File: src/rtl/assert_macros.svh
// assertion helpers used by the parser core
`ifndef ASSERT_MACROS_SVH
`define ASSERT_MACROS_SVH

// property must hold at every clock edge outside reset
`define ASSERT_ALWAYS(name, prop, msg) \
  name: assert property (@(posedge clk_i) disable iff (!rst_ni) (prop)) else $error(msg);

// antecedent in one cycle implies consequent in the next
`define ASSERT_NEXT(name, ante, cons, msg) \
  name: assert property (@(posedge clk_i) disable iff (!rst_ni) (ante) |=> (cons)) \
    else $error(msg);

`endif

File: src/rtl/srlp_pkg.sv
`timescale 1ns / 1ps

package srlp_pkg;

  localparam int unsigned PosW = 8;

  // record kinds on the output
  localparam logic [1:0] KIND_START   = 2'd0;
  localparam logic [1:0] KIND_TEMP    = 2'd1;
  localparam logic [1:0] KIND_ERROR   = 2'd2;
  localparam logic [1:0] KIND_INVALID = 2'd3;

  // characters of interest
  localparam logic [7:0] CHAR_S     = 8'h53;
  localparam logic [7:0] CHAR_T     = 8'h54;
  localparam logic [7:0] CHAR_CR    = 8'h0d;
  localparam logic [7:0] CHAR_LF    = 8'h0a;
  localparam logic [7:0] CHAR_STAR  = 8'h2a;
  localparam logic [7:0] CHAR_SPACE = 8'h20;

  // per-line outcome tracking
  typedef enum logic [7:0] {
    V_PEND    = 8'b0000_0001,
    V_STAR1   = 8'b0000_0010,
    V_STAR2   = 8'b0000_0100,
    V_START   = 8'b0000_1000,
    V_INVALID = 8'b0001_0000,
    V_SILENT  = 8'b0010_0000,
    V_ERROR   = 8'b0100_0000,
    V_TEMP    = 8'b1000_0000
  } verdict_e;

  // hex digit value, bit 4 set when the character is not a hex digit
  function automatic logic [4:0] hex_value(input logic [7:0] c);
    logic [4:0] r;
    r = 5'h10;
    if (c inside {[8'h30:8'h39]}) begin
      r = {1'b0, 4'(c - 8'h30)};
    end else if (c inside {[8'h41:8'h46]}) begin
      r = {1'b0, 4'(c - 8'h37)};
    end else if (c inside {[8'h61:8'h66]}) begin
      r = {1'b0, 4'(c - 8'h57)};
    end
    return r;
  endfunction

endpackage

File: src/rtl/sensor_record_line_parser_core.sv
// Sensor record line parser: takes one received byte per request and returns at
// most one record per line. 'S' or 'T' opens a line, CR/LF or reaching
// LINE_LIMIT characters closes it. Every byte is handled by the field
// accumulators and the per-line verdict register, so one request is accepted
// each clock unless the full output register is stalled; the result lands in
// an output register the cycle after the closing byte, and a new byte is taken while the output is drained.
`timescale 1ns / 1ps
`include "assert_macros.svh"

module sensor_record_line_parser_core #(
  parameter int unsigned LINE_LIMIT = 32
) (
  input  logic        clk_i,
  input  logic        rst_ni,
  input  logic        in_valid_i,
  output logic        in_stall_o,
  input  logic [7:0]  rx_byte_i,
  output logic        out_valid_o,
  input  logic        out_stall_i,
  output logic [1:0]  record_kind_o,
  output logic [7:0]  sensor_id_o,
  output logic [11:0] current_temp_o,
  output logic [11:0] lowest_temp_o,
  output logic [11:0] highest_temp_o,
  output logic [3:0]  error_code_o
);

  localparam logic [srlp_pkg::PosW-1:0] Limit = srlp_pkg::PosW'(LINE_LIMIT);

  logic                       accepting_q, accepting_d;
  logic [srlp_pkg::PosW-1:0]  pos_q, pos_d;
  logic                       is_temp_q, is_temp_d;
  logic [7:0]                 id_q, id_d;
  logic [11:0]                cur_q, cur_d;
  logic [11:0]                low_q, low_d;
  logic [11:0]                high_q, high_d;
  logic [3:0]                 err_q, err_d;
  srlp_pkg::verdict_e         verdict_q, verdict_d;

  logic        out_valid_q, out_valid_d;
  logic [1:0]  kind_q, kind_d;
  logic [7:0]  oid_q, oid_d;
  logic [11:0] ocur_q, ocur_d;
  logic [11:0] olow_q, olow_d;
  logic [11:0] ohigh_q, ohigh_d;
  logic [3:0]  oerr_q, oerr_d;

  logic                      accept;
  logic                      emit;
  logic [4:0]                dig;
  logic                      is_hex;
  logic                      fin;
  logic [srlp_pkg::PosW-1:0] fin_pos;
  srlp_pkg::verdict_e        fin_v;
  logic                      decided;

  // handshake: the output register frees up when it is empty or being taken
  assign in_stall_o = out_valid_q && out_stall_i;
  assign accept     = in_valid_i && !in_stall_o;
  assign dig        = srlp_pkg::hex_value(rx_byte_i);
  assign is_hex     = !dig[4];

  assign decided = verdict_q inside {srlp_pkg::V_START, srlp_pkg::V_INVALID,
                                     srlp_pkg::V_SILENT, srlp_pkg::V_ERROR,
                                     srlp_pkg::V_TEMP};

  // per-byte line state update
  always_comb begin
    accepting_d = accepting_q;
    pos_d       = pos_q;
    is_temp_d   = is_temp_q;
    id_d        = id_q;
    cur_d       = cur_q;
    low_d       = low_q;
    high_d      = high_q;
    err_d       = err_q;
    verdict_d   = verdict_q;
    fin         = 1'b0;
    fin_pos     = pos_q;
    if (rx_byte_i inside {srlp_pkg::CHAR_S, srlp_pkg::CHAR_T}) begin
      // new line, whatever was in progress is dropped
      accepting_d = 1'b1;
      pos_d       = srlp_pkg::PosW'(1);
      is_temp_d   = (rx_byte_i == srlp_pkg::CHAR_T);
      id_d        = '0;
      cur_d       = '0;
      low_d       = '0;
      high_d      = '0;
      err_d       = '0;
      verdict_d   = srlp_pkg::V_PEND;
    end else if (rx_byte_i inside {srlp_pkg::CHAR_CR, srlp_pkg::CHAR_LF}) begin
      if (accepting_q) begin
        accepting_d = 1'b0;
        fin         = 1'b1;
      end
    end else if (accepting_q) begin
      // field decode by position
      if (!decided) begin
        if (pos_q inside {8'd1, 8'd2}) begin
          if (!is_hex) begin
            verdict_d = srlp_pkg::V_INVALID;
          end else begin
            id_d = {id_q[3:0], dig[3:0]};
            if (pos_q == 8'd2 && !is_temp_q) verdict_d = srlp_pkg::V_START;
          end
        end else if (pos_q inside {8'd3, 8'd7, 8'd11}) begin
          if (rx_byte_i != srlp_pkg::CHAR_SPACE) begin
            verdict_d = (pos_q == 8'd3) ? srlp_pkg::V_SILENT : srlp_pkg::V_INVALID;
          end
        end else if (pos_q == 8'd4) begin
          if (is_hex) cur_d = {cur_q[7:0], dig[3:0]};
          else if (rx_byte_i == srlp_pkg::CHAR_STAR) verdict_d = srlp_pkg::V_STAR1;
          else verdict_d = srlp_pkg::V_INVALID;
        end else if (pos_q == 8'd5) begin
          if (verdict_q == srlp_pkg::V_STAR1) begin
            verdict_d = (rx_byte_i == srlp_pkg::CHAR_STAR) ? srlp_pkg::V_STAR2
                                                           : srlp_pkg::V_INVALID;
          end else if (is_hex) begin
            cur_d = {cur_q[7:0], dig[3:0]};
          end else begin
            verdict_d = srlp_pkg::V_INVALID;
          end
        end else if (pos_q == 8'd6) begin
          if (!is_hex) begin
            verdict_d = srlp_pkg::V_INVALID;
          end else if (verdict_q == srlp_pkg::V_STAR2) begin
            err_d     = dig[3:0];
            verdict_d = srlp_pkg::V_ERROR;
          end else begin
            cur_d = {cur_q[7:0], dig[3:0]};
          end
        end else if (pos_q inside {[8'd8:8'd10]}) begin
          if (!is_hex) verdict_d = srlp_pkg::V_INVALID;
          else low_d = {low_q[7:0], dig[3:0]};
        end else if (pos_q inside {[8'd12:8'd14]}) begin
          if (!is_hex) begin
            verdict_d = srlp_pkg::V_INVALID;
          end else begin
            high_d = {high_q[7:0], dig[3:0]};
            if (pos_q == 8'd14) verdict_d = srlp_pkg::V_TEMP;
          end
        end
      end
      pos_d   = pos_q + 8'd1;
      fin_pos = pos_d;
      // line limit reached
      if (pos_d >= Limit) begin
        accepting_d = 1'b0;
        fin         = 1'b1;
      end
    end
  end

  // closing a line: settle an open verdict and build the record
  always_comb begin
    fin_v   = verdict_d;
    emit    = 1'b0;
    kind_d  = srlp_pkg::KIND_INVALID;
    oid_d   = '0;
    ocur_d  = '0;
    olow_d  = '0;
    ohigh_d = '0;
    oerr_d  = '0;
    if (verdict_d inside {srlp_pkg::V_PEND, srlp_pkg::V_STAR1, srlp_pkg::V_STAR2}) begin
      if (verdict_d == srlp_pkg::V_PEND && is_temp_d && fin_pos == 8'd3) begin
        fin_v = srlp_pkg::V_SILENT;
      end else begin
        fin_v = srlp_pkg::V_INVALID;
      end
    end
    if (fin) begin
      case (fin_v)
        srlp_pkg::V_SILENT: begin
          emit = 1'b0;
        end
        srlp_pkg::V_START: begin
          emit   = 1'b1;
          kind_d = srlp_pkg::KIND_START;
          oid_d  = id_d;
        end
        srlp_pkg::V_TEMP: begin
          emit    = 1'b1;
          kind_d  = srlp_pkg::KIND_TEMP;
          oid_d   = id_d;
          ocur_d  = cur_d;
          olow_d  = low_d;
          ohigh_d = high_d;
        end
        srlp_pkg::V_ERROR: begin
          emit   = 1'b1;
          kind_d = srlp_pkg::KIND_ERROR;
          oid_d  = id_d;
          oerr_d = err_d;
        end
        default: begin
          emit   = 1'b1;
          kind_d = srlp_pkg::KIND_INVALID;
        end
      endcase
    end
  end

  // output valid tracking
  always_comb begin
    out_valid_d = out_valid_q;
    if (accept && emit) out_valid_d = 1'b1;
    else if (!out_stall_i) out_valid_d = 1'b0;
  end

  // line state registers
  always_ff @(posedge clk_i or negedge rst_ni) begin
    if (!rst_ni) begin
      accepting_q <= 1'b0;
      pos_q       <= '0;
      is_temp_q   <= 1'b0;
      id_q        <= '0;
      cur_q       <= '0;
      low_q       <= '0;
      high_q      <= '0;
      err_q       <= '0;
      verdict_q   <= srlp_pkg::V_PEND;
      out_valid_q <= 1'b0;
    end else begin
      out_valid_q <= out_valid_d;
      if (accept) begin
        accepting_q <= accepting_d;
        pos_q       <= pos_d;
        is_temp_q   <= is_temp_d;
        id_q        <= id_d;
        cur_q       <= cur_d;
        low_q       <= low_d;
        high_q      <= high_d;
        err_q       <= err_d;
        verdict_q   <= verdict_d;
      end
    end
  end

  // result register
  always_ff @(posedge clk_i) begin
    if (accept && emit) begin
      kind_q  <= kind_d;
      oid_q   <= oid_d;
      ocur_q  <= ocur_d;
      olow_q  <= olow_d;
      ohigh_q <= ohigh_d;
      oerr_q  <= oerr_d;
    end
  end

  assign out_valid_o    = out_valid_q;
  assign record_kind_o  = kind_q;
  assign sensor_id_o    = oid_q;
  assign current_temp_o = ocur_q;
  assign lowest_temp_o  = olow_q;
  assign highest_temp_o = ohigh_q;
  assign error_code_o   = oerr_q;

  // checks
  `ASSERT_ALWAYS(a_pos_in_range, !accepting_q || (pos_q != '0 && pos_q < Limit),
                 "line position out of range")
  `ASSERT_NEXT(a_eol_closes, accept && (rx_byte_i == srlp_pkg::CHAR_CR ||
               rx_byte_i == srlp_pkg::CHAR_LF), !accepting_q, "line still open after end")
  `ASSERT_NEXT(a_emit_shows, accept && emit, out_valid_o, "record not presented")
  `ASSERT_ALWAYS(a_start_clean, !(out_valid_o && record_kind_o == srlp_pkg::KIND_START) ||
                 (current_temp_o == '0 && error_code_o == '0), "start record carries data")

endmodule
File: config.mk
export PLATFORM = sky130hd
export DESIGN_NAME = sensor_record_line_parser_core
export DESIGN_NICKNAME = d
export VERILOG_FILES = /design/src/rtl/srlp_pkg.sv /design/src/rtl/sensor_record_line_parser_core.sv
export VERILOG_INCLUDE_DIRS = /design/src /design/src/rtl
export SDC_FILE = /design/constraint.sdc
export NUM_CORES = 1
export LEC_CHECK = 0
export ABC_CLOCK_PERIOD_IN_PS = 10250
export BUFFER_PORTS_ARGS = -buffer_cell sky130_fd_sc_hd__buf_2
export CAP_MARGIN = 30
export CORE_MARGIN = 5
export CORE_UTILIZATION = 25
export CTS_CLUSTER_SIZE = 28
export DETAILED_ROUTE_END_ITERATION = 8
export PLACE_DENSITY = 0.48
export SYNTH_ARGS = -nofsm -noshare
export SYNTH_HDL_FRONTEND = slang
export SYNTH_SLANG_ARGS = --single-unit
File: constraint.sdc
create_clock -name clk_i -period 10.25 [get_ports clk_i]
set_input_delay 1.025 -clock clk_i [delete_from_list [all_inputs] [get_ports clk_i]]
set_output_delay 1.025 -clock clk_i [all_outputs]
set_load 0.02 [all_outputs]
==> impl_summary.log, run 1 <==
[metrics] run status: finished, final reports clean
[metrics] Crit. End Element: flop
[metrics] arrival time worst endpoint: 4720 ps
[metrics] commonest non-fill, non-tap cells in the layout: sky130_fd_sc_hd__nand2_1, sky130_fd_sc_hd__dfrtp_1, sky130_fd_sc_hd__buf_2
[metrics] ratio of cells with drive above 1 in the final layout: 20.9%
[metrics] Max rail drop VDD: 119 uV
[metrics] post-place setup slack: 5210 ps
[metrics] portion of the clock cycle consumed by the worst path in the final layout: 45.3%
[metrics] global-route wire length before repair: 31400 um
[metrics] Leakage: 3.16 nW
[metrics] TritonCTS buffer count: 17
[metrics] placer congestion estimate: 0.900
[metrics] area of the core region: 26800 sq um
[metrics] number of max-slew violations in the final report: 0
[metrics] number of global-route vias before repair: 5346
[metrics] routed via count divided by cell count: 5.08
[metrics] Die Height: 174 um
[metrics] die footprint: 30400 sq um
[metrics] Clock transition at path regs: 60 ps
[metrics] area after detailed placement: 7390 sq um
[metrics] required time at the endpoint of the critical path: 10320 ps
[metrics] Distinct cells, synth: 86
[metrics] most common cell after layout, fill and taps aside: sky130_fd_sc_hd__nand2_1
[metrics] Yosys top cell area share: 24.4%
[metrics] starting DRC count in detailed routing: 436
[metrics] Pre-Repair DR Iteration Count: 6
[metrics] die boundary width: 174 um
[metrics] worst hold path type: reg2reg
[metrics] pin count of the biggest net entering global routing: 68
[metrics] Max clock buf depth: 2
[metrics] power density normalized to cell area: 206 nW/um^2
[metrics] Mapped Avg Cell Area: 9.82 sq um
[metrics] number of max-cap violations: 0
[metrics] final period demand of the worst path: 4650 ps
[metrics] leading cell types by total area after synthesis: sky130_fd_sc_hd__dfrtp_1, sky130_fd_sc_hd__edfxtp_1, sky130_fd_sc_hd__nand2_1
[metrics] Layout Nets: 762
[metrics] Yosys top cell by area: sky130_fd_sc_hd__dfrtp_1
[metrics] Worst-Margin Slew: 951 ps
[metrics] flip-flop and latch count after synthesis: 117
[metrics] number of synthesized flops with an enable pin: 50
[metrics] Rel. slew slack: 36.4%
[metrics] worst-path maximum fanout: 50
[metrics] # setup viols final: 0
[metrics] post-DR wirelength/cell: 17.8 um
[metrics] total grt overflow: 0
[metrics] post-layout worst setup margin: 5600 ps
[metrics] root cell of the clock tree: sky130_fd_sc_hd__clkbuf_16
[metrics] remaining antenna violation count: 0
[metrics] total of cells resized after clock tree synthesis: 0
[metrics] RSZ-0062 raised after global routing: false
[metrics] sum of negative setup slack: 0 ps
[metrics] Crit Path Class: reg2reg
[metrics] primary flip-flop cell chosen by synthesis mapping: sky130_fd_sc_hd__dfrtp_1
[metrics] Final Instance Area: 7960 sq um
[metrics] net count after synthesis: 709
[metrics] Skew-Pair Late Insertion Delay: 410 ps
[metrics] total DRC errors in the routed layout: 0
[metrics] number of core rows: 60
[metrics] total wire length: 19500 um
[metrics] Overall Global Routing Usage: 12.9%
[metrics] share of synthesized area occupied by flip-flops and latches: 47.0%
[metrics] initial core utilization: 25.2%
[metrics] startpoint kind of the worst setup timing path: flop
[metrics] Mapped Cells: 689
[metrics] FMAX: 215 MHz
[metrics] fraction of registers with async set or reset after synthesis: 57.3%
[metrics] quantity of hold-fixing buffers added after cts: 0
[metrics] I/O pin count: 64
[metrics] overall via count from detail_route: 5565
[metrics] worst hold margin: 479 ps
[metrics] Antenna Cells: 0
[metrics] H-tree levels: 4
[metrics] worst clock skew: 9.22 ps
[metrics] signed area change from the synthesized netlist to the final layout: 17.7%
[metrics] post-detailed-placement half-perimeter wirelength: 13800 um
[metrics] initial antenna violation count: 0
[metrics] CTS tree: done
[metrics] Port Buffer Count: 63
[metrics] buffer count from post-CTS setup fixing: 0
[metrics] Final Hold Fails: 0
[metrics] clk sink count: 117
[metrics] number of warnings reported in the yosys synthesis log: 0
[metrics] total standard cell area after synthesis: 6760 sq um
[metrics] Layout Utilization: 29.7%
## logic make-up after synthesis
| family | Yosys count | synth area share (%) |
|---|---|---|
| simple gates | 268 | 20.3 |
| mux | 24 | 3.72 |
| compound gates | 209 | 22.5 |
| flops | 117 | 47.0 |
| buf+inv | 56 | 4.07 |
| fa+ha+maj | 8 | 1.48 |
| xor+xnor | 7 | 0.907 |
## synthesized netlist by cell type (3+ instances only)
| cell | number |
|---|---|
| sky130_fd_sc_hd__a31oi_1 | 8 |
| sky130_fd_sc_hd__ha_1 | 8 |
| sky130_fd_sc_hd__o22ai_1 | 3 |
| sky130_fd_sc_hd__nor2b_1 | 8 |
| sky130_fd_sc_hd__nor3b_1 | 5 |
| sky130_fd_sc_hd__dfrtp_1 | 66 |
| sky130_fd_sc_hd__clkbuf_1 | 22 |
| sky130_fd_sc_hd__o211ai_1 | 3 |
| sky130_fd_sc_hd__xnor2_1 | 5 |
| sky130_fd_sc_hd__and2_1 | 6 |
| sky130_fd_sc_hd__nand3_1 | 18 |
| sky130_fd_sc_hd__nand2_1 | 97 |
| sky130_fd_sc_hd__and3_1 | 9 |
| sky130_fd_sc_hd__nand2b_1 | 6 |
| sky130_fd_sc_hd__a21oi_1 | 31 |
| sky130_fd_sc_hd__inv_1 | 14 |
| sky130_fd_sc_hd__or4_1 | 4 |
| sky130_fd_sc_hd__buf_1 | 3 |
| sky130_fd_sc_hd__a211oi_2 | 3 |
| sky130_fd_sc_hd__and4_1 | 3 |
| sky130_fd_sc_hd__o21ai_0 | 51 |
| sky130_fd_sc_hd__a22o_1 | 35 |
| sky130_fd_sc_hd__and3b_1 | 3 |
| sky130_fd_sc_hd__mux2_2 | 5 |
| sky130_fd_sc_hd__a211oi_1 | 7 |
| sky130_fd_sc_hd__a21oi_2 | 20 |
| sky130_fd_sc_hd__mux2i_1 | 18 |
| sky130_fd_sc_hd__edfxtp_1 | 50 |
| sky130_fd_sc_hd__buf_2 | 10 |
| sky130_fd_sc_hd__buf_6 | 7 |
| sky130_fd_sc_hd__nor3_1 | 15 |
| sky130_fd_sc_hd__nor4_2 | 3 |
| sky130_fd_sc_hd__nor2_1 | 61 |
| sky130_fd_sc_hd__nand4_1 | 8 |
| sky130_fd_sc_hd__a21o_1 | 3 |
## path summary, 6_finish.rpt
kind | start | to | slack, ps | depth (start not counted)
max | pos_q[0] | current_temp_o[8] | 5600 | 12
min | err_q[3] | err_q[3] | 480 | 2
max reg2reg | pos_q[0] | current_temp_o[8] | 5600 | 12
min reg2reg | err_q[3] | err_q[3] | 480 | 2
max in group asynchronous | rst_ni | cur_q[8] | 8800 | 2
min in group asynchronous | rst_ni | verdict_q[5] | 800 | 2
## stage by stage
stage                     cells  total power, mW
final                      1096             1.64
after global routing       1096             1.73
after CTS                  1096             1.64
after detailed placement   1064             1.06
after global placement     1061             1.07
after floorplan             689            0.931
## final cells by class
class                      instances  area [sq um]
clock buffer                      23           458
clock inverter                     9           109
fill                            2810         18800
inverter                          14          52.6
multi-input combinational        516          3320
sequential                       117          3180
tap                              341           427
timing repair buffer              76           413
## worst max-delay path, stage by stage, from the launching register on
cell and delay [ps]:
sky130_fd_sc_hd__dfrtp_1 520, sky130_fd_sc_hd__inv_1 160, sky130_fd_sc_hd__ha_1 420, sky130_fd_sc_hd__nor4_1 160
sky130_fd_sc_hd__nor4_1 670, sky130_fd_sc_hd__o31ai_4 220, sky130_fd_sc_hd__and3_1 250, sky130_fd_sc_hd__or3_1 390
sky130_fd_sc_hd__a41oi_1 230, sky130_fd_sc_hd__mux2_2 380, sky130_fd_sc_hd__nor3b_1 410, sky130_fd_sc_hd__a211oi_4 110
sky130_fd_sc_hd__buf_4 330
## state kept, by name, indices dropped and copies added, names as in the netlist, 8 cells and up
signal,flops
highest_temp_o,12
verdict_q,8
sensor_id_o,8
low_q,12
lowest_temp_o,12
cur_q,12
id_q,8
current_temp_o,12
pos_q,8
high_q,12
## power by group
group / switching (mW) / leakage, nW / internal [mW]
Clock: 0.208 / 0.275 / 0.364
Combinational: 0.310 / 1.39 / 0.183
Sequential: 0.0653 / 1.50 / 0.509
## layer usage
metal  part of all wire [%]  wire (um)  global-route usage (%)
met4                    1.7        329                    3.37
met1                     49       9540                    18.8
met5                      0          0                       0
met3                    5.5       1080                    2.96
met2                     44       8600                    19.2
Power figures use the tool's default switching activity.
==> run 2: changes to the inputs <==
--- a/config.mk
+++ b/config.mk
@@ -6,7 +6,7 @@
 export SDC_FILE = /design/constraint.sdc
 export NUM_CORES = 1
 export LEC_CHECK = 0
-export ABC_CLOCK_PERIOD_IN_PS = 10250
+export ABC_CLOCK_PERIOD_IN_PS = 4800
 export BUFFER_PORTS_ARGS = -buffer_cell sky130_fd_sc_hd__buf_2
 export CAP_MARGIN = 30
 export CORE_MARGIN = 5
==> constraint.sdc (replaced) <==
create_clock -name clk_i -period 4.8 [get_ports clk_i]
set_input_delay 0.48 -clock clk_i [delete_from_list [all_inputs] [get_ports clk_i]]
set_output_delay 0.48 -clock clk_i [all_outputs]
set_load 0.02 [all_outputs]
==> run 2 against run 1 <==
Net effect: final cell count grew 1.7%; global-route usage about the same; fmax rose by 7.8%; worst hold slack got worse by 320 ps; largest cell class unchanged; clock skew is 0.88 ps lower; sequential share of layout area decreased by 0.91 points.
==> impl_summary.log, run 2 (synthesis gave the netlist of run 1 again) <==
[metrics] run status: finished, final reports clean
[metrics] remaining antenna violation count: 0 (unchanged)
[metrics] startpoint kind of the worst setup timing path: flop
[metrics] post-detailed-placement half-perimeter wirelength: 14300 um (+3.5%)
[metrics] buffer count from post-CTS setup fixing: 0 (unchanged)
[metrics] area of the core region: 26800 sq um (unchanged)
[metrics] total of cells resized after clock tree synthesis: 0 (unchanged)
[metrics] RSZ-0062 raised after global routing: false
[metrics] footprint of the multi-input gates: 3320 sq um (unchanged)
[metrics] Crit. End Element: flop
[metrics] CP delay by family, top: simple AND/OR/NAND/NOR gates
[metrics] Rel. slew slack: 39.6% (+3.2 points)
[metrics] initial antenna violation count: 1 (+1)
[metrics] ratio of cells with drive above 1 in the final layout: 23.3% (+2.3 points)
[metrics] Port Buffer Count: 63 (unchanged)
[metrics] sum of negative setup slack: 0 ps (unchanged)
[metrics] Final Instance Area: 8140 sq um (+2.3%)
[metrics] die footprint: 30400 sq um (unchanged)
[metrics] number of core rows: 60 (unchanged)
[metrics] Die Height: 174 um (unchanged)
[metrics] # setup viols final: 0 (unchanged)
[metrics] clk sink count: 117 (unchanged)
[metrics] I/O pin count: 64 (unchanged)
[metrics] Clock transition at path regs: 60 ps (about the same)
[metrics] initial core utilization: 25.2% (unchanged)
[metrics] global-route wire length before repair: 31500 um (+0.31%)
[metrics] Layout Nets: 781 (+2.5%)
[metrics] Pre-Repair DR Iteration Count: 7 (+1)
[metrics] CP max stage cell: sky130_fd_sc_hd__nor4_1
[metrics] commonest non-fill, non-tap cells in the layout: sky130_fd_sc_hd__nand2_1, sky130_fd_sc_hd__dfrtp_1, sky130_fd_sc_hd__buf_2
[metrics] signed area change from the synthesized netlist to the final layout: 20.4%
[metrics] placer congestion estimate: 0.912 (+1.4%)
[metrics] area after detailed placement: 7540 sq um (+2.0%)
[metrics] Final Hold Fails: 0 (unchanged)
[metrics] worst-path maximum fanout: 50 (unchanged)
[metrics] FMAX: 232 MHz (+7.8%)
[metrics] final period demand of the worst path: 4310 ps (-334 ps)
[metrics] post-layout total power: 3.62 mW (+120%)
[metrics] number of global-route vias before repair: 5556 (+3.9%)
[metrics] TritonCTS buffer count: 17 (unchanged)
[metrics] arrival time worst endpoint: 4400 ps (-320 ps)
[metrics] Antenna Cells: 0 (unchanged)
[metrics] Crit Path Class: reg2reg
[metrics] post-DR wirelength/cell: 17.6 um (-1.2%)
[metrics] most common cell after layout, fill and taps aside: sky130_fd_sc_hd__nand2_1
[metrics] most common cell type on the critical path: sky130_fd_sc_hd__nor4_1
[metrics] starting DRC count in detailed routing: 394 (-9.6%)
[metrics] stage delay of the slowest cell on the critical path: 540 ps (-130 ps)
[metrics] Max rail drop VDD: 271 uV (+130%)
[metrics] area taken by flip-flops and latches: 3180 sq um (unchanged)
[metrics] overall via count from detail_route: 5679 (+2.0%)
[metrics] H-tree levels: 4 (unchanged)
[metrics] number of max-slew violations in the final report: 0 (unchanged)
[metrics] Max clock buf depth: 2 (unchanged)
[metrics] worst hold path type: in2async
[metrics] Worst-Margin Slew: 903 ps (-47.3 ps)
[metrics] portion of the clock cycle consumed by the worst path in the final layout: 89.9% (+45 points)
[metrics] quantity of hold-fixing buffers added after cts: 0 (unchanged)
[metrics] total grt overflow: 0 (unchanged)
[metrics] total DRC errors in the routed layout: 0 (unchanged)
[metrics] required time at the endpoint of the critical path: 4880 ps (-5440 ps)
[metrics] routed via count divided by cell count: 5.09 (+0.31%)
[metrics] Skew-Pair Late Insertion Delay: 410 ps (about the same)
[metrics] pin count of the biggest net entering global routing: 51 (-25%)
[metrics] worst clock skew: 8.34 ps (-0.878 ps)
[metrics] number of max-cap violations: 0 (unchanged)
[metrics] root cell of the clock tree: sky130_fd_sc_hd__clkbuf_16
[metrics] die boundary width: 174 um (unchanged)
[metrics] combined buffer and inverter count along the critical path: 2 (unchanged)
[metrics] total wire length: 19600 um (+0.50%)
[metrics] power density normalized to cell area: 444 nW/um^2 (+120%)
[metrics] filler cell count in the final layout: 2761 (-1.7%)
[metrics] CTS tree: done
[metrics] Leakage: 3.27 nW (+3.5%)
[metrics] Overall Global Routing Usage: 12.9% (+0.026 points)
[metrics] CP cell instances: inv_1 > ha_1 > nor4_1 > nor4_1 > o31ai_4 > a221o_1 > a21boi_1 > nand4_1 > mux2_2 > nor3b_1 > a211oi_4 > buf_4
[run 2: worst paths after layout]
kind                       cells after the start                end          from  slack [ps]
min reg2reg                                    2           err_q[0]      err_q[0]         480
min in group clk_i                             3          is_temp_q  rx_byte_i[2]         420
max in group asynchronous                      2       verdict_q[0]        rst_ni        3660
min                                            1          high_q[8]        rst_ni         160
max reg2reg                                   12  current_temp_o[8]      pos_q[1]         490
max                                           12  current_temp_o[8]      pos_q[1]         490
[run 2: area by class of cell]
type                       count  share of cell area [%]
clock buffer                  18                    5.27
clock inverter                14                    2.17
inverter                      14                   0.645
multi-input combinational    516                    40.8
sequential                   117                    39.0
tap                          341                    5.24
timing repair buffer          95                    6.87
[run 2: through the flow]
stage	util (%)	hold WS (ps)	setup slack [ps]	instances
after floorplan	-	184	112	689
after CTS	30.4	175	507	1115
after global routing	30.4	232	156	1115
final	30.4	164	487	1115
after global placement	28.0	464	557	1080
after detailed placement	28.1	470	477	1083
[run 2: report_power, final]
group,internal (mW),switching [mW],leakage (nW),total (mW)
logic,0.429,0.692,1.48,1.12
registers,1.09,0.105,1.50,1.19
clock network,0.821,0.480,0.293,1.30
[run 2: metal layers]
layer / share of wire [%] / wire length [um] / global-route usage [%] / vias up
li1: - / - / - / 2723
met1: 48 / 9370 / 18.2 / 2743
met2: 45 / 8770 / 19.9 / 182
met3: 6.0 / 1190 / 3.00 / 31
met4: 1.6 / 315 / 3.50 / 0
met5: 0 / 0 / 0 / -
==> run 3: changes to the inputs <==
--- a/config.mk
+++ b/config.mk
@@ -6,6 +6,7 @@
 export SDC_FILE = /design/constraint.sdc
 export NUM_CORES = 1
 export LEC_CHECK = 0
+export ABC_AREA = 1
 export ABC_CLOCK_PERIOD_IN_PS = 4800
 export BUFFER_PORTS_ARGS = -buffer_cell sky130_fd_sc_hd__buf_2
 export CAP_MARGIN = 30
==> run 3 against run 2 <==
Net effect: core utilization decreased by 0.15 points; synthesized cell count up 22%; non-clock buffer count decreased by 22; sequential power grew 25%; final cell count is 12% higher; clock power about the same; critical path type unchanged; largest cell class unchanged.
==> impl_summary.log, run 3 <==
[metrics] run status: finished, final reports clean
[metrics] Die Height: 176 um (+0.89%)
[metrics] total standard cell area after synthesis: 6890 sq um (+1.9%)
[metrics] CTS tree: done
[metrics] I/O pin count: 64 (unchanged)
[metrics] placer congestion estimate: 0.889 (-2.6%)
[metrics] total wire length: 18600 um (-5.2%)
[metrics] post-DR wirelength/cell: 14.9 um (-16%)
[metrics] Layout Utilization: 30.2% (-0.15 points)
[metrics] initial core utilization: 25.5% (+0.26 points)
[metrics] starting DRC count in detailed routing: 346 (-12%)
[metrics] Port Buffer Count: 63 (unchanged)
[metrics] die footprint: 31000 sq um (+1.8%)
[metrics] # setup viols final: 0 (unchanged)
[metrics] Leakage: 3.39 nW (+3.5%)
[metrics] global-route wire length before repair: 30700 um (-2.4%)
[metrics] fraction of registers with async set or reset after synthesis: 57.3% (unchanged)
[metrics] number of max-cap violations: 0 (unchanged)
[metrics] worst clock skew: 7.46 ps (-0.885 ps)
[metrics] Layout Nets: 918 (+18%)
[metrics] most common library cells after synthesis: sky130_fd_sc_hd__nand2_1, sky130_fd_sc_hd__o21ai_0, sky130_fd_sc_hd__nor2_1, sky130_fd_sc_hd__inv_1, sky130_fd_sc_hd__dfrtp_1
[metrics] overall via count from detail_route: 5674 (-0.088%)
[metrics] area of the core region: 27000 sq um (+0.84%)
[metrics] routed via count divided by cell count: 4.53 (-11%)
[metrics] Crit. End Element: flop
[metrics] share of synthesized area occupied by flip-flops and latches: 46.1% (-0.87 points)
[metrics] power density normalized to cell area: 557 nW/um^2 (+25%)
[metrics] number of synthesized flops with an enable pin: 50 (unchanged)
[metrics] net count after synthesis: 858 (+21%)
[metrics] Clock transition at path regs: 60 ps (about the same)
[metrics] Pre-Repair DR Iteration Count: 5 (-2)
[metrics] post-layout total power: 4.55 mW (+26%)
[metrics] arrival time worst endpoint: 3900 ps (-500 ps)
[metrics] most common cell after layout, fill and taps aside: sky130_fd_sc_hd__nand2_1
[metrics] Crit Path Class: reg2reg
[metrics] Mapped Avg Cell Area: 8.22 sq um (-16%)
[metrics] worst-path maximum fanout: 19 (-62%)
[metrics] initial antenna violation count: 0 (-1)
[metrics] quantity of hold-fixing buffers added after cts: 0 (unchanged)
[metrics] remaining antenna violation count: 0 (unchanged)
[metrics] Synth Area in Adders: 1.45% (-0.027 points)
[metrics] total DRC errors in the routed layout: 0 (unchanged)
[metrics] Max clock buf depth: 2 (unchanged)
[metrics] root cell of the clock tree: sky130_fd_sc_hd__clkbuf_16
[metrics] clk sink count: 117 (unchanged)
[metrics] Skew-Pair Late Insertion Delay: 420 ps (about the same)
[metrics] leading cell types by total area after synthesis: sky130_fd_sc_hd__dfrtp_1, sky130_fd_sc_hd__edfxtp_1, sky130_fd_sc_hd__nand2_1
[metrics] Yosys top cell by area: sky130_fd_sc_hd__dfrtp_1
[metrics] RSZ-0062 raised after global routing: false
[metrics] buffer count from post-CTS setup fixing: 0 (unchanged)
[metrics] flip-flop and latch count after synthesis: 117 (unchanged)
[metrics] signed area change from the synthesized netlist to the final layout: 18.6%
[metrics] die boundary width: 176 um (+0.89%)
[metrics] Overall Global Routing Usage: 12.4% (-0.54 points)
[metrics] portion of the clock cycle consumed by the worst path in the final layout: 78.0% (-12 points)
[metrics] required time at the endpoint of the critical path: 4960 ps (+80 ps)
[metrics] number of max-slew violations in the final report: 0 (unchanged)
[metrics] simple-gate area share of the yosys netlist: 30.4% (+10 points)
[metrics] area fraction in compound gates after synthesis: 13.8% (-8.7 points)
[metrics] Worst-Margin Slew: 915 ps (+12.0 ps)
[metrics] FMAX: 267 MHz (+15%)
[metrics] sum of negative setup slack: 0 ps (unchanged)
[metrics] primary flip-flop cell chosen by synthesis mapping: sky130_fd_sc_hd__dfrtp_1
[metrics] commonest non-fill, non-tap cells in the layout: sky130_fd_sc_hd__nand2_1, sky130_fd_sc_hd__o21ai_0, sky130_fd_sc_hd__nor2_1
[metrics] most frequently used cell type in the post-synthesis netlist: sky130_fd_sc_hd__nand2_1
[metrics] Mapped Cells: 838 (+22%)
[metrics] startpoint kind of the worst setup timing path: flop
[metrics] Yosys top cell area share: 24.0% (-0.45 points)
[metrics] TritonCTS buffer count: 17 (unchanged)
[metrics] Distinct cells, synth: 45 (-48%)
[metrics] total of cells resized after clock tree synthesis: 0 (unchanged)
[metrics] Max rail drop VDD: 235 uV (-13%)
[metrics] H-tree levels: 4 (unchanged)
[metrics] post-detailed-placement half-perimeter wirelength: 13400 um (-6.2%)
[metrics] worst hold path type: in2async
[metrics] filler cell count in the final layout: 2892 (+4.7%)
[metrics] ratio of cells with drive above 1 in the final layout: 21.3% (-2.0 points)
[metrics] Antenna Cells: 0 (unchanged)
[metrics] xor/xnor share of the synthesized area: 0.763% (-0.14 points)
[metrics] pin count of the biggest net entering global routing: 72 (+41%)
[metrics] final period demand of the worst path: 3740 ps (-569 ps)
[metrics] number of core rows: 60 (unchanged)
[metrics] number of global-route vias before repair: 5704 (+2.7%)
[metrics] largest family of logic cells by synthesized area: simple AND/OR/NAND/NOR gates
[metrics] Rel. slew slack: 38.9% (-0.72 points)
[metrics] number of warnings reported in the yosys synthesis log: 0 (unchanged)
[metrics] total grt overflow: 0 (unchanged)
[metrics] proportion of synthesized area in mux cells: 0% (-3.7 points)
[metrics] Final Hold Fails: 0 (unchanged)
==> run 3: cell count changes after synthesis, moves of 20 or more <==
cell | before | now
sky130_fd_sc_hd__a21oi_2 | 20 | 0
sky130_fd_sc_hd__o21ai_0 | 51 | 113
sky130_fd_sc_hd__inv_1 | 14 | 68
sky130_fd_sc_hd__a22o_1 | 35 | 0
sky130_fd_sc_hd__nor2_4 | 0 | 36
sky130_fd_sc_hd__nand2_1 | 97 | 187
sky130_fd_sc_hd__nor2_1 | 61 | 92
==> run 3: final timing paths <==
path	endpoint	slack (ps)	cells after the start	from
max	current_temp_o[4]	1060	19	verdict_q[6]
min	pos_q[7]	150	3	rst_ni
max reg2reg	current_temp_o[4]	1060	19	verdict_q[6]
min reg2reg	cur_q[8]	480	2	cur_q[8]
max in group asynchronous	verdict_q[0]	4330	3	rst_ni
min in group clk_i	out_valid_o	340	3	out_stall_i
==> run 3: final cells by class <==
type,instances,area (sq um),share of cell area (%)
clock buffer,17,425,5.21
tap,341,427,5.22
clock inverter,15,179,2.19
multi-input combinational,604,3200,39.2
timing repair buffer,73,435,5.33
sequential,117,3180,38.9
inverter,85,327,4.00
==> run 3: power by group <==
part           switching, mW  total (mW)  internal [mW]
Sequential             0.185        1.49           1.31
Clock                  0.498        1.32          0.819
Combinational           1.24        1.74          0.503
==> run 3: metrics by stage <==
step	area [sq um]	std cells	setup WS [ps]	hold slack, ps
finish	8170	1252	1060	150
global route	8170	1252	685	179
CTS	8150	1251	1100	308
detailed placement	7540	1219	725	473
global placement	7540	1219	863	463
floorplan	6890	838	1210	184
==> run 3: cell families after synthesis <==
kind of cell,after synthesis
AOI/OAI and AO/OA,180
xor gates and xnor gates,6
adders and majority gates,8
buffers and inverters,117
DFF,117
and+or+nand+nor,410
==> run 3: critical path, cell delays in order, from the launching register on <==
cell and delay, ps:
sky130_fd_sc_hd__dfrtp_1 390, sky130_fd_sc_hd__inv_1 210, sky130_fd_sc_hd__nand2_1 100, sky130_fd_sc_hd__a21boi_0 200, sky130_fd_sc_hd__o211ai_1 110, sky130_fd_sc_hd__o21bai_1 730
sky130_fd_sc_hd__nor2_1 230, sky130_fd_sc_hd__nand4_1 160, sky130_fd_sc_hd__nand2_1 80, sky130_fd_sc_hd__nand2_1 100, sky130_fd_sc_hd__nand2_1 60, sky130_fd_sc_hd__nor2_1 110
sky130_fd_sc_hd__nand2_2 70, sky130_fd_sc_hd__nor2_2 100, sky130_fd_sc_hd__nand2_1 80, sky130_fd_sc_hd__nand4_2 120, sky130_fd_sc_hd__nor2_4 60, sky130_fd_sc_hd__inv_6 270
sky130_fd_sc_hd__buf_12 250, sky130_fd_sc_hd__nor2_4 40
==> run 3: routing by layer <==
layer	global-route usage (%)	routed length [um]
met1	16.4	8890
met2	19.9	8480
met3	2.53	727
met4	4.94	521
met5	0	0
